[config.mk]
export PLATFORM = sky130hd
export DESIGN_NAME = bds_ctrl
export DESIGN_NICKNAME = d
export VERILOG_FILES = /design/src/hdl/bds_pkg.sv /design/src/hdl/bds_ctrl.sv
export SDC_FILE = /design/constraint.sdc
export NUM_CORES = 1
export LEC_CHECK = 0
export BUFFER_PORTS_ARGS = -buffer_cell sky130_fd_sc_hd__buf_2
export CAP_MARGIN = 20
export CORE_ASPECT_RATIO = 1.4
export CORE_MARGIN = 2
export CORE_UTILIZATION = 35
export DETAILED_ROUTE_END_ITERATION = 12
export RECOVER_POWER = 100
export SLEW_MARGIN = 20
export SYNTH_ARGS = -nofsm -noshare
export SYNTH_HDL_FRONTEND = slang
export SYNTH_SLANG_ARGS = --single-unit
[constraint.sdc]
create_clock -name clk -period 2.7 [get_ports clk]
set_input_delay 0.27 -clock clk [delete_from_list [all_inputs] [get_ports clk]]
set_output_delay 0.27 -clock clk [all_outputs]
set_load 0.01 [all_outputs]
[src/hdl/bds_pkg.sv]
`default_nettype none
// ----------------------------------------------------------------------------
// bds_pkg: shared types and constants of the 2x2 box downsampler
// Holds the dimension limits, field widths, register indexes and the
// descriptor that travels from the control stage to the averaging stage.
// ----------------------------------------------------------------------------
package bds_pkg;

  localparam int MAX_WIDTH  = 4096;
  localparam int MAX_HEIGHT = 16384;
  localparam int LINE_DEPTH = MAX_WIDTH / 2;

  localparam int SAMPLE_W = 16;
  localparam int PAIR_W   = SAMPLE_W + 1;
  localparam int SUM_W    = SAMPLE_W + 2;
  localparam int WIDTH_W  = 13;
  localparam int HEIGHT_W = 15;
  localparam int COL_W    = $clog2(MAX_WIDTH);
  localparam int ROW_W    = $clog2(MAX_HEIGHT);
  localparam int ADDR_W   = $clog2(LINE_DEPTH);
  localparam int OW_W     = $clog2(MAX_WIDTH / 2) + 1;
  localparam int OH_W     = $clog2(MAX_HEIGHT / 2) + 1;
  localparam int CFG_IDX_W  = 2;
  localparam int CFG_DATA_W = HEIGHT_W;

  localparam logic [CFG_IDX_W-1:0] REG_SOURCE_WIDTH  = 2'd0;
  localparam logic [CFG_IDX_W-1:0] REG_SOURCE_HEIGHT = 2'd1;

  localparam logic [WIDTH_W-1:0]  WIDTH_RESET  = 13'd4096;
  localparam logic [HEIGHT_W-1:0] HEIGHT_RESET = 15'd4096;
  localparam logic [WIDTH_W-1:0]  WIDTH_MAX    = WIDTH_W'(MAX_WIDTH);
  localparam logic [HEIGHT_W-1:0] HEIGHT_MAX   = HEIGHT_W'(MAX_HEIGHT);

  typedef struct packed {
    logic              emit;
    logic              use_line;
    logic [1:0]        shift;
    logic [PAIR_W-1:0] pair;
    logic              row_end;
    logic              frame_end;
  } bds_item_t;

endpackage
`default_nettype wire

[src/hdl/bds_ctrl.sv]
`default_nettype none
// ----------------------------------------------------------------------------
// bds_ctrl: configuration, position counters and line store commands
// Holds the clamped image size, tracks the raster position, forms the
// horizontal pair sums and decides per sample whether it is stored,
// combined with the line store or dropped.
// ----------------------------------------------------------------------------
module bds_ctrl (
  input  wire                             clk,
  input  wire                             rst_n,
  input  wire                             cfg_valid,
  input  wire  [bds_pkg::CFG_IDX_W-1:0]   cfg_index,
  input  wire  [bds_pkg::CFG_DATA_W-1:0]  cfg_wdata,
  input  wire                             accept,
  input  wire  [bds_pkg::SAMPLE_W-1:0]    sample,
  output bds_pkg::bds_item_t              item,
  output logic                            wr_en,
  output logic                            rd_en,
  output logic [bds_pkg::ADDR_W-1:0]      line_addr
);
  import bds_pkg::*;

  logic [WIDTH_W-1:0]  w_r,  w_nxt;
  logic [HEIGHT_W-1:0] h_r,  h_nxt;
  logic [OW_W-1:0]     ow_r, ow_nxt;
  logic [OH_W-1:0]     oh_r, oh_nxt;
  logic                w_one_r, w_one_nxt;
  logic                h_one_r, h_one_nxt;
  logic [COL_W-1:0]    col_r, col_nxt;
  logic [ROW_W-1:0]    row_r, row_nxt;
  logic [SAMPLE_W-1:0] pending_r, pending_nxt;

  logic                cfg_hit;
  logic [WIDTH_W-1:0]  w_raw;
  logic [HEIGHT_W-1:0] h_raw;
  logic                col_last, row_last, have_pair, out_row_last, out_frame_last;
  logic [PAIR_W-1:0]   pair;

  assign w_raw   = cfg_wdata[WIDTH_W-1:0];
  assign h_raw   = cfg_wdata[HEIGHT_W-1:0];
  assign cfg_hit = cfg_valid &&
                   (cfg_index == REG_SOURCE_WIDTH || cfg_index == REG_SOURCE_HEIGHT);

  always_comb begin
    w_nxt  = w_r;
    h_nxt  = h_r;
    if (cfg_valid && cfg_index == REG_SOURCE_WIDTH) begin
      priority if (w_raw == '0)        w_nxt = WIDTH_W'(1);
      else if (w_raw > WIDTH_MAX)      w_nxt = WIDTH_MAX;
      else                             w_nxt = w_raw;
    end
    if (cfg_valid && cfg_index == REG_SOURCE_HEIGHT) begin
      priority if (h_raw == '0)        h_nxt = HEIGHT_W'(1);
      else if (h_raw > HEIGHT_MAX)     h_nxt = HEIGHT_MAX;
      else                             h_nxt = h_raw;
    end
    w_one_nxt = (w_nxt == WIDTH_W'(1));
    h_one_nxt = (h_nxt == HEIGHT_W'(1));
    ow_nxt    = w_one_nxt ? OW_W'(1) : OW_W'(w_nxt >> 1);
    oh_nxt    = h_one_nxt ? OH_W'(1) : OH_W'(h_nxt >> 1);
  end

  assign col_last  = (({1'b0, col_r} + WIDTH_W'(1)) == w_r);
  assign row_last  = (({1'b0, row_r} + HEIGHT_W'(1)) == h_r);
  assign have_pair = w_one_r || col_r[0];
  assign pair      = w_one_r ? {1'b0, sample}
                             : ({1'b0, pending_r} + {1'b0, sample});
  assign line_addr = col_r[COL_W-1:1];

  assign out_row_last   = (({1'b0, line_addr} + OW_W'(1)) == ow_r);
  assign out_frame_last = out_row_last &&
                          (h_one_r || (({1'b0, row_r[ROW_W-1:1]} + OH_W'(1)) == oh_r));

  always_comb begin
    item.emit      = have_pair && (h_one_r || row_r[0]);
    item.use_line  = !h_one_r;
    item.shift     = 2'(!w_one_r) + 2'(!h_one_r);
    item.pair      = pair;
    item.row_end   = out_row_last;
    item.frame_end = out_frame_last;
  end

  assign wr_en = accept && have_pair && !h_one_r && !row_r[0] && !row_last;
  assign rd_en = accept && have_pair && !h_one_r && row_r[0];

  always_comb begin
    col_nxt     = col_r;
    row_nxt     = row_r;
    pending_nxt = pending_r;
    if (cfg_hit) begin
      col_nxt     = '0;
      row_nxt     = '0;
      pending_nxt = '0;
    end else if (accept) begin
      if (!w_one_r && !col_r[0] && !col_last) begin
        pending_nxt = sample;
      end
      if (col_last) begin
        col_nxt = '0;
        row_nxt = row_last ? '0 : row_r + ROW_W'(1);
      end else begin
        col_nxt = col_r + COL_W'(1);
      end
    end
  end

  always_ff @(posedge clk) begin
    if (!rst_n) begin
      w_r       <= WIDTH_RESET;
      h_r       <= HEIGHT_RESET;
      ow_r      <= OW_W'(WIDTH_RESET >> 1);
      oh_r      <= OH_W'(HEIGHT_RESET >> 1);
      w_one_r   <= 1'b0;
      h_one_r   <= 1'b0;
      col_r     <= '0;
      row_r     <= '0;
      pending_r <= '0;
    end else begin
      w_r       <= w_nxt;
      h_r       <= h_nxt;
      ow_r      <= ow_nxt;
      oh_r      <= oh_nxt;
      w_one_r   <= w_one_nxt;
      h_one_r   <= h_one_nxt;
      col_r     <= col_nxt;
      row_r     <= row_nxt;
      pending_r <= pending_nxt;
    end
  end

  a_col_in_range: assert property (@(posedge clk) disable iff (!rst_n)
    ({1'b0, col_r} < w_r) && ({1'b0, row_r} < h_r))
    else $error("position counter outside the configured image");

  a_store_or_combine: assert property (@(posedge clk) disable iff (!rst_n)
    !(wr_en && rd_en))
    else $error("line store written and read for the same sample");

  a_single_column_wrap: assert property (@(posedge clk) disable iff (!rst_n)
    accept && !cfg_hit && w_one_r |=> col_r == '0)
    else $error("column counter moved in a one-column image");

endmodule
`default_nettype wire

==> impl_metrics.py, run 1 <==
metrics = {
    "synth": {
        "synth-edff-count": 0,
        "ys_seq_area_share_pct": 30.17,
        "syn_avg_cell_area_um2": 8.148,
        "ys_top_cells_by_area": "dfxtp_1, xnor2_1, nor2b_1",
        "postSynthCellCount": 798,
        "synth_common_cells": "dfxtp_1, nand2_1, nor2b_1, nand3_1, xnor2_1",
        "synth_top_area_share_pct": 30.17,
        "yosysTopAreaCell": "dfxtp_1",
        "ys.flop_type": "dfxtp_1",
        "ys_ff_latch": 98,
        "synth_area_mm2": 0.006502,
        "syn-num-nets": 857,
        "yosysUniqueCellTypes": 69,
        "synth.most_common_cell": "dfxtp_1",
        "synth_async_sr_flop_share_pct": 0,
        "yosys_warnings": 0,
    },
    "critical_path": {
        "end_kind": "output port",
        "cpPeakStageDelay_ps": 340,
        "crit_required_ps": 2430,
        "worst-path-buf-inv": 1,
        "path_max_fanout": 2,
        "path_common_cell": "a211oi_2",
        "slowest_stage": "dfxtp_2",
        "crit_type": "reg -> out",
        "start_kind": "flip-flop",
        "worst_ep_arrival_time_ps": 2670,
        "cp.depth": 10,
        "reg2reg_depth": 8,
        "crit_chain": "ha_4 -> fa_2 -> a211oi_2 -> o21bai_1 -> a31oi_2 -> o2111ai_2 -> a31o_2 -> a211oi_2 -> o31ai_1 -> buf_2",
        "crit_family": "compound AO/OA/AOI/OAI gates",
    },
    "cells_and_area": {
        "fin_util_pct": 44.49,
        "synthToLayoutAreaGrowth_pct": 25.76,
        "antennaDiodeCount": 0,
        "final_layout_size_suffix_gt1_share_pct": 28.94,
        "fin_nets": 956,
    },
    "floorplanning": {
        "rows": 59,
        "core_area_mm2": 0.01838,
        "die_area_mm2": 0.01970,
        "ios": 73,
        "start_util_pct": 35.38,
        "die_w_um": 119.2,
        "chipHeight_um": 165.3,
    },
    "sta": {
        "final.setup_skew_ps": 7.358,
        "slew_headroom_pct": 37.43,
        "rsz0062_at_grt": "yes",
        "worst_pin_slew_ps": 938.6,
        "setup_ws_ps": -236.4,
        "hold_viol": 0,
        "min_period_ps": 2936,
        "fin_crit_sh_pct": 108.8,
        "setup_violations": 6,
        "slew_viol_final": 0,
        "max_clock_freq_mhz": 340.5,
    },
    "cts": {
        "tritoncts.num_buffers": 9,
        "cts_max_level": 3,
        "ctsHoldBuffers": 0,
        "clk_latency_ps": 360,
        "cts_root_buf": "clkbuf_16",
        "cts.clk_slew.worst_paths_ps": 70,
        "cts_sinks": 98,
        "cts_tree": "done",
        "clock_path_buffers": 2,
    },
    "detailed_routing": {
        "postRouteAntennaNets": 0,
        "drc_errors": 0,
        "drtIter0Drc": 329,
        "vias_per_cell": 5.291,
        "vias": 6063,
        "firstDrtPassIters": 5,
        "wire_per_inst_um": 15.72,
        "routed_wl_mm": 18.02,
    },
    "grt": {
        "grt_pass1_wl_mm": 29.06,
        "gr-total-overflow": 0,
        "top_usage_layer": "met2",
        "grt_usage_pct": 18.54,
        "grt_max_degree": 52,
        "met3_usage_pct": 2.679,
        "antenna_found_initial": 0,
        "grt_util_met1_pct": 22.97,
        "grt_pass1_vias": 5702,
        "globalRouteMet2Util_pct": 31.95,
    },
    "placement": {
        "finalWeightedCongestion": 0.9099,
        "pre_cts_ws_ps": -203.4,
        "io_buffers": 72,
        "post-dp-hpwl_mm": 13.55,
    },
    "pwr": {
        "vdd_ir_drop_max_mv": 0.2774,
        "power.density_mw_per_mm2": 420.3,
        "p_leak_nw": 3.130,
    },
    "min_path": {
        "hp-class": "in -> reg",
        "holdPathStages": 3,
    },
    "status": {
        "status": "finished, violations left",
        "violations": "negative setup slack",
    },
    "run": {
        "max_cap_violations": 0,
    },
}
-- metrics by stage --
step	TNS (ps)	hold slack (ps)	std cells	power (mW)	area [um^2]
floorplan	0	413.9	798	1.846	6502
global placement	-437.9	479.9	1120	2.019	7400
detailed placement	-554.0	492.1	1120	2.023	7400
CTS	-906.7	164.6	1140	3.475	8008
global route	-2099	182.1	1146	3.595	8178
finish	-784.1	176.1	1146	3.437	8178
-- layer usage --
metal	vias to the layer above	wire length, um	part of all wire, %
met5	-	0	0
met3	28	557	3.1
met1	2837	8148	45
li1	3073	-	-
met4	0	581	3.2
met2	125	8727	48
-- state kept, by name, indices dropped and copies added, names as in the netlist --
| signal | cells |
|---|---|
| oh_r | 14 |
| w_r | 13 |
| pending_r | 16 |
| col_r | 12 |
| h_one_r | 1 |
| w_one_r | 1 |
| row_r | 14 |
| h_r | 15 |
| ow_r | 12 |
-- path summary, 6_finish.rpt --
check,from,endpoint,slack [ps]
setup / recovery,pending_r[0]$_SDFFE_PP0P_,item[16],-240
hold / removal,sample[11],pending_r[11]$_SDFFE_PP0P_,180
setup reg to reg,col_r[1]$_SDFFE_PP0P_,col_r[1]$_SDFFE_PP0P_,150
hold reg to reg,pending_r[8]$_SDFFE_PP0P_,pending_r[8]$_SDFFE_PP0P_,500
-- worst reg2reg max path: stages, from the launching register on --
cell and delay (ps):
dfxtp_4 370, ha_1 220, nand3_4 120, or3_4 410
a2111oi_4 420, nand4b_4 180, or2_2 440, a31oi_1 210
nor2_1 50
-- cells by family after synthesis --
family,share of synthesized area (%)
xor+xnor,9.159
mux,2.963
flops,30.17
fa+ha+maj,4.349
buf+inv,6.292
compound gates,16.72
simple gates,30.34
-- cell usage in the layout (no fill, tap or decap), types with 12 or more instances in the layout --
| master | synthesis | final |
|---|---|---|
| nand4_1 | 19 | 19 |
| nor2_1 | 33 | 32 |
| xor2_1 | 27 | 27 |
| buf_4 | 16 | 80 |
| nor3b_1 | 13 | 12 |
| inv_1 | 12 | 12 |
| nor3_1 | 33 | 28 |
| nor2b_1 | 54 | 54 |
| nand3_2 | 10 | 13 |
| xnor2_1 | 41 | 39 |
| nand3_1 | 52 | 48 |
| mux2i_1 | 17 | 17 |
| nand2_1 | 62 | 60 |
| a21oi_1 | 35 | 31 |
| a22oi_1 | 18 | 18 |
| buf_2 | 17 | 69 |
| dfxtp_1 | 98 | 79 |
| nor4_1 | 21 | 19 |
| ha_1 | 21 | 17 |
| o21ai_0 | 28 | 24 |
-- area by class of cell --
cell class | instances | area [um^2]
well taps | 244 | 305.3
fillers | 1835 | 10200
flip-flops and latches | 98 | 2008
clock inverters | 7 | 101.3
multi-input cells | 618 | 4443
clock buffers | 9 | 225.2
repair buffers | 158 | 1050
inverters | 12 | 45.04
-- what timing repair did --
item | 4_1_cts | 5_1_grt
pin swaps | 16 | 16
endpoints found under the hold margin | 0 | 0
setup endpoints to repair | 11 | 36
buffers inserted | 4 | 6
resized for setup | 55 | 41
-- where the power goes --
group          internal, mW  switching [mW]  total [mW]
logic                 0.225           0.287       0.512
clock network         0.822           0.611        1.43
registers              1.47          0.0235        1.49
total                  2.52           0.921        3.44
No activity file was read; power rests on OpenSTA's default activity.
==> run 2, diff against run 1 <==
==> constraint.sdc (replaced) <==
create_clock -name clk -period 2.7 [get_ports clk]
set_input_delay 0 -clock clk [delete_from_list [all_inputs] [get_ports clk]]
set_output_delay 0 -clock clk [all_outputs]
set_load 0.01 [all_outputs]
==> run 2 against run 1 <==
Effect of this change: the flow finishes with violations (max-capacitance violations, max-slew violations); sequential power hardly changed; clock-buffer cell count is 2 higher; sequential cell count stayed put; via count is 1.7% higher; combinational power is 4% higher; wire length is 0.38% lower; sequential share of layout area is 0.17 points lower; total power is 1.4% higher; core utilization is 0.25 points lower; non-clock buffer count is 1 higher; register-to-register slack worse by 50 ps; critical path type unchanged; critical endpoint unchanged; largest power group unchanged.
==> impl_metrics.py, run 2 (synthesis gave the netlist of run 1 again) <==
metrics = {
    "status": {
        "status": "finished, violations left",
        "violations": "max-capacitance violations, max-slew violations",
    },
    "sta": {
        "final.setup_skew_ps": 9.821,
        "max_clock_freq_mhz": 373.9,
        "worst_pin_slew_ps": 1555,
        "slew_viol_final": 51,
        "slew_headroom_pct": -3.699,
        "timing.hold.ws_ps": 20.14,
        "rsz0062_at_grt": "yes",
        "hold_viol": 0,
        "setup_violations": 0,
        "min_period_ps": 2675,
        "fin_crit_sh_pct": 99.07,
    },
    "critical_path": {
        "worst-path-buf-inv": 1,
        "crit_chain": "ha_4 -> fa_2 -> a211oi_2 -> o21bai_1 -> a31oi_2 -> o2111ai_2 -> a31o_2 -> a211oi_2 -> o31ai_2 -> buf_2",
        "crit_required_ps": 2700,
        "start_kind": "flip-flop",
        "r2r_end": "row_r[3]$_SDFFE_PP0P_",
        "crit_type": "reg -> out",
        "slowest_stage": "fa_2",
        "end_kind": "output port",
        "worst_ep_arrival_time_ps": 2670,
        "crit_family": "compound AO/OA/AOI/OAI gates",
        "reg2reg_depth": 8,
        "r2r_slack_ps": 100,
        "r2r-start": "col_r[6]$_SDFFE_PP0P_",
        "startpoint": "pending_r[0]$_SDFFE_PP0P_",
        "path_common_cell": "a211oi_2",
        "path_max_fanout": 3,
        "cp.depth": 10,
        "crit_path_end": "item[16]",
        "cpPeakStageDelay_ps": 340,
    },
    "floorplanning": {
        "chipHeight_um": 165.3,
        "die_w_um": 119.2,
        "rows": 59,
        "die_area_mm2": 0.01970,
        "start_util_pct": 35.38,
        "ios": 73,
        "core_area_mm2": 0.01838,
    },
    "grt": {
        "grt_max_degree": 51,
        "gr-total-overflow": 0,
        "grt_pass1_wl_mm": 27.91,
        "antenna_found_initial": 0,
        "grt_pass1_vias": 5637,
        "grt_usage_pct": 17.60,
    },
    "cells_and_area": {
        "top_regs": "pending_r: 16 flops, h_r: 15 flops",
        "layout_commonest_cell": "dfxtp_1",
        "fin_cells": 1147,
        "final_area_mm2": 0.008132,
        "antennaDiodeCount": 0,
        "fin_util_pct": 44.24,
        "top_register": "pending_r",
        "synthToLayoutAreaGrowth_pct": 25.05,
        "largest_reg_flops": 16,
        "fin_nets": 957,
        "layout_common_cells": "dfxtp_1, nand2_1, buf_4",
        "final_layout_size_suffix_gt1_share_pct": 22.92,
    },
    "detailed_routing": {
        "vias_per_cell": 5.378,
        "routed_wl_mm": 17.95,
        "drtIter0Drc": 436,
        "wire_per_inst_um": 15.65,
        "vias": 6169,
        "drc_errors": 0,
        "postRouteAntennaNets": 0,
        "firstDrtPassIters": 5,
    },
    "min_path": {
        "hp-class": "in -> reg",
    },
    "cts": {
        "clk_latency_ps": 350,
        "cts_sinks": 98,
        "cts_max_level": 3,
        "cts_tree": "done",
        "cts_root_buf": "clkbuf_16",
        "tritoncts.num_buffers": 9,
        "cts.clk_slew.worst_paths_ps": 70,
        "clock_path_buffers": 2,
    },
    "pwr": {
        "power.density_mw_per_mm2": 428.5,
        "p_clk_share_pct": 41.8,
        "p_leak_nw": 3.038,
        "internal-power_mw": 2.582,
        "p_total_mw": 3.485,
        "vdd_ir_drop_max_mv": 0.2978,
        "power.switching_mw": 0.9029,
        "sw_frac_of_total_pct": 25.91,
        "pwr-share-seq_pct": 43.0,
        "p_comb_share_pct": 15.2,
    },
    "placement": {
        "place_area_mm2": 0.007204,
        "post-dp-hpwl_mm": 12.96,
        "finalWeightedCongestion": 0.9222,
        "dp_cells": 1094,
        "io_buffers": 72,
    },
    "run": {
        "max_cap_violations": 1,
    },
}
run 2: area by class of cell:
type / count / area (um^2)
inverters: 12 / 45.04
fillers: 1850 / 10250
flip-flops and latches: 98 / 1983
multi-input cells: 618 / 4365
clock inverters: 5 / 82.58
clock buffers: 11 / 252.7
repair buffers: 159 / 1097
well taps: 244 / 305.3
run 2: timing repair:
action | 4_1_cts | 5_1_grt
gates cloned | 0 | 2
setup buffers | 2 | 10
setup endpoints to repair | 7 | 50
pin swaps | 10 | 15
gates resized for setup | 29 | 41
hold buffers | 24 | 0
endpoints found under the hold margin | 25 | 0
run 2: power by group through the flow:
stage | clock [mW] | sequential, mW | combinational [mW]
floorplan | 0 | 1.53 | 0.317
global placement | 0 | 1.53 | 0.470
detailed placement | 0 | 1.53 | 0.472
CTS | 1.48 | 1.50 | 0.512
global route | 1.54 | 1.50 | 0.582
finish | 1.46 | 1.50 | 0.530
run 2: how the worst min path moves through the flow:
stage,start,to,slack [ps],cells past startpoint
global placement,sample[13],pending_r[13]$_SDFFE_PP0P_,270,3
finish,cfg_wdata[9],h_r[9]$_SDFF_PN0_,20,3
detailed placement,sample[13],pending_r[13]$_SDFFE_PP0P_,280,3
floorplan,sample[14],item[16],130,2
global route,cfg_index[0],oh_r[13]$_SDFF_PP0_,50,3
CTS,cfg_wdata[9],h_r[9]$_SDFF_PN0_,10,3
run 2: routing by layer:
metal	part of all wire (%)	global-route usage [%]	routed length, um
met5	0	0	0
met4	4.3	9.470	769
met3	3.8	2.026	677
met2	47	29.86	8381
met1	45	21.86	8118
run 2: metrics by stage:
stage          TNS, ps  worst slack (ps)
2_1_floorplan        0             26.75
3_3_place_gp         0             32.07
3_5_place_dp    -3.149            -3.149
4_1_cts              0            0.4097
5_1_grt         -363.5            -76.75
6_report             0             25.19
run 2: worst reg2reg max path, stage by stage (launching register included):
cell and delay [ps]:
dfxtp_1 550, nand2_1 240, nor3_2 360, nand4_1 130, a221o_1 410, or3_1 380, buf_4 210, nand3_1 120
nand3_1 80
