==> config.mk <==
export PLATFORM = sky130hd
export DESIGN_NAME = bds_out
export DESIGN_NICKNAME = d
export VERILOG_FILES = /design/src/hdl/bds_pkg.sv /design/src/hdl/bds_out.sv
export SDC_FILE = /design/constraint.sdc
export NUM_CORES = 1
export LEC_CHECK = 0
export ABC_AREA = 1
export BUFFER_PORTS_ARGS = -buffer_cell sky130_fd_sc_hd__buf_2
export CAP_MARGIN = 20
export CORE_MARGIN = 2
export CORE_UTILIZATION = 45
export DETAILED_ROUTE_END_ITERATION = 12
export PLACE_DENSITY = 0.71
export SYNTH_ARGS = -nofsm -noshare
export SYNTH_HDL_FRONTEND = slang
export SYNTH_SLANG_ARGS = --single-unit
==> constraint.sdc <==
create_clock -name clk -period 2.3 [get_ports clk]
set_input_delay 0.115 -clock clk [delete_from_list [all_inputs] [get_ports clk]]
set_output_delay 0.115 -clock clk [all_outputs]
set_load 0.03 [all_outputs]
==> src/hdl/bds_pkg.sv <==
`default_nettype none
// ----------------------------------------------------------------------------
// bds_pkg: shared types and constants of the 2x2 box downsampler
// Holds the dimension limits, field widths, register indexes and the
// descriptor that travels from the control stage to the averaging stage.
// ----------------------------------------------------------------------------
package bds_pkg;

  localparam int MAX_WIDTH  = 4096;
  localparam int MAX_HEIGHT = 16384;
  localparam int LINE_DEPTH = MAX_WIDTH / 2;

  localparam int SAMPLE_W = 16;
  localparam int PAIR_W   = SAMPLE_W + 1;
  localparam int SUM_W    = SAMPLE_W + 2;
  localparam int WIDTH_W  = 13;
  localparam int HEIGHT_W = 15;
  localparam int COL_W    = $clog2(MAX_WIDTH);
  localparam int ROW_W    = $clog2(MAX_HEIGHT);
  localparam int ADDR_W   = $clog2(LINE_DEPTH);
  localparam int OW_W     = $clog2(MAX_WIDTH / 2) + 1;
  localparam int OH_W     = $clog2(MAX_HEIGHT / 2) + 1;
  localparam int CFG_IDX_W  = 2;
  localparam int CFG_DATA_W = HEIGHT_W;

  localparam logic [CFG_IDX_W-1:0] REG_SOURCE_WIDTH  = 2'd0;
  localparam logic [CFG_IDX_W-1:0] REG_SOURCE_HEIGHT = 2'd1;

  localparam logic [WIDTH_W-1:0]  WIDTH_RESET  = 13'd4096;
  localparam logic [HEIGHT_W-1:0] HEIGHT_RESET = 15'd4096;
  localparam logic [WIDTH_W-1:0]  WIDTH_MAX    = WIDTH_W'(MAX_WIDTH);
  localparam logic [HEIGHT_W-1:0] HEIGHT_MAX   = HEIGHT_W'(MAX_HEIGHT);

  typedef struct packed {
    logic              emit;
    logic              use_line;
    logic [1:0]        shift;
    logic [PAIR_W-1:0] pair;
    logic              row_end;
    logic              frame_end;
  } bds_item_t;

endpackage
`default_nettype wire

==> src/hdl/bds_out.sv <==
`default_nettype none
// ----------------------------------------------------------------------------
// bds_out: averaging stage and output register
// Adds the stored upper pair sum to the lower one as the line store data
// arrives, scales by the sample count and holds the result for transfer.
// ----------------------------------------------------------------------------
module bds_out (
  input  wire                           clk,
  input  wire                           rst_n,
  input  wire                           accept,
  input  bds_pkg::bds_item_t            item,
  input  wire  [bds_pkg::PAIR_W-1:0]    line_data,
  output logic                          hold,
  output logic                          out_valid,
  input  wire                           out_stall,
  output logic [bds_pkg::SAMPLE_W-1:0]  out_averaged_sample,
  output logic                          out_row_end,
  output logic                          out_frame_end
);
  import bds_pkg::*;

  logic              s1_valid_r, s1_valid_nxt;
  bds_item_t         s1_r;
  logic              out_valid_r, out_valid_nxt;
  logic [SAMPLE_W-1:0] avg_r;
  logic              row_end_r, frame_end_r;
  logic              advance;
  logic [SUM_W-1:0]  sum;
  logic [SUM_W-1:0]  scaled;

  assign advance = !out_valid_r || !out_stall;
  assign hold    = s1_valid_r && !advance;

  assign sum = {1'b0, s1_r.pair} + (s1_r.use_line ? {1'b0, line_data} : SUM_W'(0));

  always_comb begin
    unique case (s1_r.shift)
      2'd0:    scaled = sum;
      2'd1:    scaled = sum >> 1;
      default: scaled = sum >> 2;
    endcase
  end

  always_comb begin
    s1_valid_nxt = s1_valid_r;
    if (accept) begin
      s1_valid_nxt = item.emit;
    end else if (advance) begin
      s1_valid_nxt = 1'b0;
    end
    out_valid_nxt = advance ? s1_valid_r : out_valid_r;
  end

  always_ff @(posedge clk) begin
    if (!rst_n) begin
      s1_valid_r  <= 1'b0;
      out_valid_r <= 1'b0;
    end else begin
      s1_valid_r  <= s1_valid_nxt;
      out_valid_r <= out_valid_nxt;
    end
  end

  always_ff @(posedge clk) begin
    if (accept) begin
      s1_r <= item;
    end
    if (advance && s1_valid_r) begin
      avg_r       <= scaled[SAMPLE_W-1:0];
      row_end_r   <= s1_r.row_end;
      frame_end_r <= s1_r.frame_end;
    end
  end

  assign out_valid           = out_valid_r;
  assign out_averaged_sample = avg_r;
  assign out_row_end         = row_end_r;
  assign out_frame_end       = frame_end_r;

  a_frame_end_closes_row: assert property (@(posedge clk) disable iff (!rst_n)
    out_valid_r |-> (!frame_end_r || row_end_r))
    else $error("frame end without row end");

  a_no_overrun: assert property (@(posedge clk) disable iff (!rst_n)
    hold |-> !accept)
    else $error("new sample taken while the averaging stage is blocked");

  a_held_stage_kept: assert property (@(posedge clk) disable iff (!rst_n)
    hold |=> s1_valid_r && $stable(s1_r))
    else $error("blocked averaging stage lost its contents");

  a_line_scaled: assert property (@(posedge clk) disable iff (!rst_n)
    s1_valid_r && s1_r.use_line |-> s1_r.shift != 2'd0)
    else $error("vertical average without scaling");

endmodule
`default_nettype wire

==> results of run 1 <==
==> area by class of cell <==
cell class / count / area [um2]
fillers: 549 / 2280
multi-input cells: 248 / 1480
flip-flops and latches: 42 / 1240
repair buffers: 90 / 586
inverters: 64 / 240
well taps: 75 / 93.8
clock buffers: 5 / 68.8
clock inverters: 3 / 40.0
==> power breakdown <==
group	switching, W	internal, W	total, W
Clock	0.000257	0.000320	0.000577
Sequential	0.0000312	0.000918	0.000949
Combinational	0.000422	0.000290	0.000712
==> through the flow <==
| stage | hold WS (ps) | cell area [um2] | setup TNS [ps] |
|---|---|---|---|
| 2_1_floorplan | 204 | 2840 | 0 |
| 3_3_place_gp | 291 | 3250 | 0 |
| 3_5_place_dp | 293 | 3250 | 0 |
| 4_1_cts | 40.0 | 3580 | 0 |
| 5_1_grt | 59.9 | 3740 | -76.2 |
| 6_report | 47.9 | 3740 | 0 |
==> logic make-up (layout without fill, tap and decap cells) <==
kind of cell / Yosys count / count (layout) / synth area share [%]
simple gates: 212 / 212 / 34.5
buf+inv: 70 / 162 / 9.51
flops: 42 / 42 / 43.7
fa+ha+maj: 18 / 18 / 8.19
compound gates: 14 / 14 / 2.90
xor+xnor: 4 / 4 / 1.23
==> registers in the layout, indices dropped and copies added (netlist names) <==
signal and count:
out_frame_end 1, out_averaged_sample 16, s1_r 22, out_valid 1, s1_valid_r 1, out_row_end 1
==> synthesized netlist by cell type, drive strengths merged (2+ instances only) <==
library cell / instances
a21oi: 11
and2: 2
buf: 4
clkbuf: 2
dfxtp: 2
edfxtp: 40
ha: 17
inv: 64
nand2: 128
nand3: 51
nand3b: 8
nor2: 15
nor3: 5
or2: 2
xor2: 3
==> worst min-delay path by stage <==
| stage | start | endpoint | slack [ps] | cells past startpoint |
|---|---|---|---|---|
| after CTS | item[22] | s1_valid_r | 40 | 3 |
| final | item[22] | s1_valid_r | 50 | 3 |
| after detailed placement | item[12] | s1_r[12] | 290 | 1 |
| after floorplan | accept | s1_valid_r | 200 | 1 |
| after global placement | item[13] | s1_r[13] | 290 | 1 |
| after global routing | item[22] | s1_valid_r | 60 | 3 |
==> timing repair <==
item                                    in CTS  in global routing
resized for setup                            0                 30
endpoints found under the setup margin       0                 12
buffers inserted                             0                  3
hold endpoints to repair                    22                  0
hold buffers                                22                  0
==> layer usage <==
layer / share of wire, % / global-route usage (%) / vias up
li1: - / - / 1338
met1: 48 / 22.9 / 1078
met2: 46 / 29.0 / 61
met3: 5.2 / 3.86 / 4
met4: 0.77 / 3.52 / 0
met5: 0 / 0 / -
==> worst min-delay path, cell delays in order <==
cell	delay, ps
buf_2	90
inv_1	40
a21oi_1	50
==> impl_metrics.ini, run 1 <==
[status]
outcome = finished, final reports clean

[sta]
tightest_slew_ps = 670
hold_viol = 0
clock.fmax_ghz = 0.459
setup_viol = 0
drv_slew = 0
period_share_pct = 94.7
relSlewSlack_pct = 55.3
worst_clock_skew_ps = 11.6
period_minus_slack_ps = 2180
finalWorstSetupSlack_ps = 122

[yosys]
synth_cell_types = 30
yosysTopAreaCell = edfxtp_1
ys.flop_type = edfxtp_1
synth_fp_nets = 422
yosys_warnings = 0
synth-async-reset-ratio_pct = 0
synth_area_mm2 = 0.00284
syn_inst = 360
synth.area.top_cells = edfxtp_1, nand2_1, nand3_1
ys_seq_area_share_pct = 43.7
ys_seq_elements = 42
synth_top_area_share_pct = 42.3
synth_edf_count = 40
syn_avg_cell_area_um2 = 7.90

[clock_network]
cts_tree = built
htreeDepth = 2
cts_sinks = 42
clk_latency_ps = 300
clkTransAtPathRegs_ps = 80
cts_root_buf = clkbuf_8
cts_buffers = 5
clockBufferDepth = 2

[setup_path]
rrSetupSlack_ps = 120
cp_num_buf_inv = 1
crit_chain = nand2_1 > inv_1 > ha_1 > fa_2 > nand2_2 > nand2_1 > nand3b_1 > nand2_2 > nand2_1 > nand3_2 > nand3_1 > nand3_1
rr_startpoint = s1_r[21]
crit_type = register to register
endpoint_kind = register
crit_slowest_cell = edfxtp_1
cp.depth = 12
crit_path_max_fanout = 4
crit_path_end = out_averaged_sample[12]
cp.required_ps = 2340
cp_top_family = simple AND/OR/NAND/NOR gates
worst-endpoint-arrival_ps = 2220
cpMostUsedCell = nand2_1
rr_endpoint = out_averaged_sample[12]
rr_worst_depth = 12
crit_start = s1_r[21]
startpoint_type = register
max_stage_delay_ps = 470

[finish]
final_layout_size_suffix_gt1_share_pct = 27.4
final_util_pct = 62.1
syn2layout_area_growth_pct = 31.7
stdcell_count = 527
final_nets = 513
mostFrequentLayoutCells = nand2_1, buf_2, inv_1
antenna_cells = 0
final_common_cell = nand2_1

[floorplanning]
die_area_mm2 = 0.00697
rows = 28
core-area_mm2 = 0.00603
num_io_pins = 64
die_y_um = 83.5
initial_core_util_pct = 47.2
die_w_um = 83.5

[flow_run]
maxCapViolCount = 0

[placement]
post-place-ws_ps = 25.8
place.detailed.hpwl_um = 4440
place_congestion = 0.901
dp_cells = 494
port_buffers = 63

[detailed_routing]
wl_per_cell_um = 11.3
via_count = 2481
wirelength_um = 5960
final_antenna_net_count = 0
drc_errors = 0
vias_per_cell = 4.71
drt_iter0_markers = 122
drt_pre_antenna_iters = 4

[global_routing]
grt_max_degree = 25
grt_pass1_wl_um = 9920
grt-ovfl-total = 0
grt_pass1_vias = 2261
antenna_found_initial = 0
gr-usage-all-layers_pct = 17.2

[power_and_ir_drop]
p_leak_nw = 1.88
power_density_mw_per_mm2 = 598
peakVddDrop_mv = 0.360
finalPower_w = 0.00224

[hold_path]
min_path_type = input port to register
Note: power is estimated with default switching activity, not from simulation.
==> inputs of run 2 (changes only) <==
--- a/config.mk
+++ b/config.mk
@@ -5,13 +5,12 @@
 export SDC_FILE = /design/constraint.sdc
 export NUM_CORES = 1
 export LEC_CHECK = 0
-export ABC_AREA = 1
 export BUFFER_PORTS_ARGS = -buffer_cell sky130_fd_sc_hd__buf_2
 export CAP_MARGIN = 20
 export CORE_MARGIN = 2
 export CORE_UTILIZATION = 45
 export DETAILED_ROUTE_END_ITERATION = 12
-export PLACE_DENSITY = 0.71
+export PLACE_DENSITY = 0.72
 export SYNTH_ARGS = -nofsm -noshare
 export SYNTH_HDL_FRONTEND = slang
 export SYNTH_SLANG_ARGS = --single-unit
==> run 2 against run 1 <==
- the run now ends with setup timing left
- first-iteration DRC count is 21% lower
- die area decreased by 6.2%
- sequential share of layout area shrank 1.6 points
- combinational power up 24%
- non-clock buffer count rose by 48
- core utilization is 7.9 points higher
- wire length down 0.97%
- clock power is 15% lower
- area after synthesis decreased by 6.6%
- register-to-register slack worse by 640 ps
- critical endpoint is now out_averaged_sample[13]
- largest cell class unchanged
==> impl_metrics.ini, run 2 <==
[yosys]
ys_seq_elements = 42
synth_cell_types = 48
synth_most_common_cell = edfxtp_1
yosys-top-cells-count = edfxtp_1, nand2_1, and2_1, a21oi_1
synth.area.top_cells = edfxtp_1, ha_1, and2_1
syn_inst = 250
synth_edf_count = 40
ys.flop_type = edfxtp_1
yosysTopAreaCell = edfxtp_1
synth_top_area_share_pct = 45.2
ys_seq_area_share_pct = 46.7
synth_fp_nets = 312
syn_avg_cell_area_um2 = 10.6
yosys_warnings = 0
synth_area_mm2 = 0.00266
synth-async-reset-ratio_pct = 0

[clock_network]
cts_tree = built
clockBufferDepth = 2
cts_sinks = 42
cts_buffers = 5
clkTransAtPathRegs_ps = 90
htreeDepth = 2
cts_root_buf = clkbuf_8
clk_latency_ps = 300

[hold_path]
min_path_type = input port to register
hold_depth = 2

[placement]
place_congestion = 0.849
port_buffers = 63
placed_cell_area_mm2 = 0.00340
place.detailed.hpwl_um = 4330

[detailed_routing]
drc_errors = 0
wl_per_cell_um = 12.9
wirelength_um = 5900
drt_pre_antenna_iters = 4
via_count = 2360
final_antenna_net_count = 0
vias_per_cell = 5.15
drt_iter0_markers = 96

[sta]
period_minus_slack_ps = 2820
hold_viol = 0
setup_viol = 12
period_share_pct = 123
grt_setup_unrepaired = yes
drv_slew = 0
tns_ps = -4520
relSlewSlack_pct = 68.7
clock.fmax_ghz = 0.354
worst_clock_skew_ps = 5.56
finalWorstSetupSlack_ps = -523
holdWs_ps = 31.2
tightest_slew_ps = 469

[power_and_ir_drop]
power_density_mw_per_mm2 = 587
p_leak_nw = 1.72
peakVddDrop_mv = 0.340

[global_routing]
antenna_found_initial = 0
grt_pass1_wl_um = 9720
gr-usage-all-layers_pct = 18.9
grt_max_degree = 19
grt-ovfl-total = 0
grt_pass1_vias = 2224

[finish]
largest_reg_flops = 22
mostFrequentLayoutCells = buf_2, buf_4, edfxtp_1
final_util_pct = 70.1
n_fill_cell = 431
final_layout_size_suffix_gt1_share_pct = 40.4
final_nets = 447
regMostFlops = s1_r
syn2layout_area_growth_pct = 48.0
final_common_cell = buf_2
final_area_mm2 = 0.00393
antenna_cells = 0

[setup_path]
crit_path_max_fanout = 3
endpoint_kind = register
crit_type = register to register
worst-endpoint-arrival_ps = 2960
startpoint_type = register
rr_worst_depth = 10
cp.required_ps = 2430

[floorplanning]
die_area_mm2 = 0.00653
rows = 27
die_y_um = 80.8
initial_core_util_pct = 47.4
core-area_mm2 = 0.00561
num_io_pins = 64
die_w_um = 80.8

[status]
outcome = finished, violations left
violations = setup timing

[flow_run]
maxCapViolCount = 0
[run 2: cell types whose count changed in the layout (fill, tap and decap cells not counted), sizes merged, moves of 4 or more]
cell,before,now
a211o,0,5
a211oi,0,4
a21o,1,8
a21oi,11,18
and2,2,19
and3,0,5
buf,68,116
inv,64,5
nand2,128,20
nand3,51,8
nand3b,8,0
o211ai,0,5
o21ai,1,17
xor2,3,7
[run 2: cell families (layout without fill, tap and decap cells)]
kind of cell,after synthesis,count (layout),synth area share (%)
multiplexers,3,3,1.18
XOR/XNOR,11,11,3.63
flip-flops,42,42,46.7
buffers and inverters,14,150,2.21
AND/OR/NAND/NOR,85,85,16.8
AO/OA/AOI/OAI,77,77,20.7
adder cells (fa/ha/maj),18,18,8.76
[run 2: power by group]
group / total (W) / switching (W) / internal, W
combinational: 0.000883 / 0.000441 / 0.000442
clock: 0.000493 / 0.000274 / 0.000219
sequential: 0.000933 / 0.0000224 / 0.000910
total: 0.00231 / 0.000737 / 0.00157
[run 2: final timing paths]
check | startpoint | endpoint | slack [ps]
setup / recovery | s1_r[21] | out_averaged_sample[13] | -520
hold / removal | rst_n | s1_valid_r | 30
setup reg to reg | s1_r[21] | out_averaged_sample[13] | -520
hold reg to reg | s1_r[1] | out_row_end | 430
[run 2: layer usage]
metal	global-route usage [%]	vias up	part of all wire, %
met5	0	-	0
met3	3.11	9	5.9
met2	33.0	70	48
met1	24.1	1058	45
li1	-	1223	-
met4	5.93	0	1.2
[run 2: area by class of cell]
cell class,instances,area [um2],area share (%)
Tap cell,72,90.1,2.29
Clock inverter,3,25.0,0.637
Clock buffer,5,68.8,1.75
Timing Repair Buffer,138,948,24.1
Multi-Input combinational cell,194,1540,39.2
Inverter,4,15.0,0.382
Sequential cell,42,1240,31.6
[run 2: critical path, stage by stage (launching register included)]
cell and delay, ps:
edfxtp_1 440, and2_4 170, ha_4 160, fa_2 330
a21o_1 220, a221oi_4 290, buf_6 160, nor3_1 40
or4_4 550, o2bb2a_4 230, o31ai_2 50
[run 2: through the flow]
| stage | total power [W] | setup WS [ps] | instances |
|---|---|---|---|
| after floorplan | 0.00142 | -541 | 250 |
| after global placement | 0.00167 | -378 | 423 |
| after detailed placement | 0.00169 | -479 | 423 |
| after CTS | 0.00226 | -463 | 457 |
| after global routing | 0.00245 | -598 | 458 |
| final | 0.00231 | -523 | 458 |
[run 2: timing repair]
item / in CTS / in global routing
buffers inserted: 5 / 2
pin swaps: 18 / 12
gates resized for setup: 19 / 17
setup endpoints to repair: 13 / 13
hold endpoints to repair: 22 / 0
cloned: 0 / 0
hold buffers: 22 / 0
==> inputs of run 3 (changes only) <==
--- a/config.mk
+++ b/config.mk
@@ -8,9 +8,9 @@
 export BUFFER_PORTS_ARGS = -buffer_cell sky130_fd_sc_hd__buf_2
 export CAP_MARGIN = 20
 export CORE_MARGIN = 2
-export CORE_UTILIZATION = 45
+export CORE_UTILIZATION = 41
 export DETAILED_ROUTE_END_ITERATION = 12
-export PLACE_DENSITY = 0.72
+export PLACE_DENSITY = 0.66
 export SYNTH_ARGS = -nofsm -noshare
 export SYNTH_HDL_FRONTEND = slang
 export SYNTH_SLANG_ARGS = --single-unit
==> run 3 against run 2 <==
- clock power about the same
- register-to-register slack better by 100 ps
- non-clock buffer count down 2
- clock-buffer cell count stayed put
- via count grew 1.2%
- worst setup slack improved by 100 ps
- sequential share of layout area shrank 0.58 points
- fmax up 3.8%
- the flow still finishes with violations (setup timing)
- critical path depth is 1 higher
- core utilization down 6.7 points
- worst hold slack got worse by 6.1 ps
==> impl_metrics.ini, run 3 (synthesized netlist as in run 2, its figures left out) <==
[clock_network]
cts_sinks = 42
clkTransAtPathRegs_ps = 90
cts_buffers = 5
clockBufferDepth = 2
cts_root_buf = clkbuf_8
clk_latency_ps = 300
cts_tree = built
htreeDepth = 2

[finish]
mostFrequentLayoutCells = buf_2, buf_4, edfxtp_1
n_fill_cell = 529
final_area_mm2 = 0.00400
multi_input_area_mm2 = 0.00163
final_layout_size_suffix_gt1_share_pct = 43.5
largest_reg_flops = 22
final_nets = 445
ff_latch_area_mm2 = 0.00124
syn2layout_area_growth_pct = 50.7
final_util_pct = 63.4
regMostFlops = s1_r
final_common_cell = buf_2
antenna_cells = 0

[setup_path]
crit_chain = buf_6 > buf_6 > and2_4 > ha_4 > buf_4 > a21o_1 > a211oi_1 > o2111ai_2 > and3_1 > a221oi_2 > o21ai_1
cp_num_buf_inv = 3
cp_top_family = compound AO/OA/AOI/OAI gates
crit_slowest_cell = edfxtp_1
cpMostUsedCell = buf_6
max_stage_delay_ps = 440
crit_path_max_fanout = 8
worst-endpoint-arrival_ps = 2770
endpoint_kind = register
cp.required_ps = 2350
startpoint_type = register
crit_type = register to register

[detailed_routing]
vias_per_cell = 5.18
drc_errors = 0
via_count = 2389
drt_pre_antenna_iters = 4
final_antenna_net_count = 0
wl_per_cell_um = 13.6
wirelength_um = 6270
drt_iter0_markers = 48

[placement]
place.detailed.hpwl_um = 4440
port_buffers = 63
placed_cell_area_mm2 = 0.00338
place_congestion = 0.796

[sta]
setup_viol = 12
relSlewSlack_pct = 69.1
clock.fmax_ghz = 0.368
worst_clock_skew_ps = 3.82
finalWorstSetupSlack_ps = -421
drv_slew = 0
period_minus_slack_ps = 2720
hold_viol = 0
period_share_pct = 118
grt_setup_unrepaired = yes
tightest_slew_ps = 463

[floorplanning]
rows = 29
die_area_mm2 = 0.00714
die_w_um = 84.5
die_y_um = 84.5
core-area_mm2 = 0.00631
initial_core_util_pct = 42.1
num_io_pins = 64

[global_routing]
grt_max_degree = 19
grt-ovfl-total = 0
grt_pass1_vias = 2384
gr-usage-all-layers_pct = 17.8
antenna_found_initial = 0
grt_pass1_wl_um = 10400

[power_and_ir_drop]
clockPowerShare_pct = 21.2
p_leak_nw = 1.71
switching_share_pct = 32.2
pwr-share-seq_pct = 40.3
power_frac_comb_pct = 38.5
power.internal_w = 0.00158
peakVddDrop_mv = 0.261
power_density_mw_per_mm2 = 581
p_sw_w = 0.000749

[flow_run]
maxCapViolCount = 0

[hold_path]
min_path_type = input port to register

[status]
outcome = finished, violations left
violations = setup timing
## run 3: cell count changes in the layout (fill, tap and decap cells not counted), sizes merged
| cell | delta |
|---|---|
| clkinv | -1 |
| clkinvlp | +1 |
| buf | -2 |
## run 3: per-layer routing
metal  GRT usage (%)  wire (um)
met1            23.1       2850
met2            30.7       3090
met3            3.54        270
met4            4.62         58
met5               0          0
## run 3: through the flow
| stage | power, W | instances | hold WS (ps) | setup WS (ps) | TNS [ps] |
|---|---|---|---|---|---|
| 2_1_floorplan | 0.00142 | 250 | 214 | -541 | -4420 |
| 3_3_place_gp | 0.00167 | 425 | 291 | -376 | -3760 |
| 3_5_place_dp | 0.00168 | 425 | 293 | -444 | -4490 |
| 4_1_cts | 0.00230 | 459 | 1.06 | -390 | -3800 |
| 5_1_grt | 0.00246 | 461 | 29.8 | -534 | -5780 |
| 6_report | 0.00233 | 461 | 25.1 | -421 | -4180 |
## run 3: worst register-to-register path: stages, from the launching register on
cell	delay, ps
edfxtp_1	440
buf_6	160
buf_6	130
and2_4	140
ha_4	160
buf_4	130
a21o_1	170
a211oi_1	420
o2111ai_2	220
and3_1	230
a221oi_2	170
o21ai_1	100
## run 3: timing repair
action / 4_1_cts / 5_1_grt
setup endpoints to repair: 13 / 14
resized for setup: 35 / 13
endpoints found under the hold margin: 21 / 1
buffers inserted: 5 / 1
pin swaps: 21 / 13
hold buffers: 21 / 1
## run 3: power by group through the flow
stage	clock, W	sequential (W)	combinational [W]
2_1_floorplan	0	0.000978	0.000441
3_3_place_gp	0	0.000947	0.000723
3_5_place_dp	0	0.000948	0.000737
4_1_cts	0.000513	0.000937	0.000849
5_1_grt	0.000536	0.000944	0.000984
6_report	0.000494	0.000938	0.000896
## run 3: final timing paths
check | startpoint | end | slack [ps] | cells after the start
setup / recovery | s1_r[21] | out_averaged_sample[15] | -420 | 11
hold / removal | rst_n | s1_valid_r | 30 | 2
setup reg to reg | s1_r[21] | out_averaged_sample[15] | -420 | 11
hold reg to reg | s1_r[1] | out_row_end | 430 | 0
## run 3: layout make-up
cell class	count	share of cell area [%]
Multi-Input combinational cell	194	40.7
Sequential cell	42	31.0
Timing Repair Buffer	136	23.2
Tap cell	77	2.41
Clock buffer	5	1.72
Clock inverter	3	0.594
Inverter	4	0.375
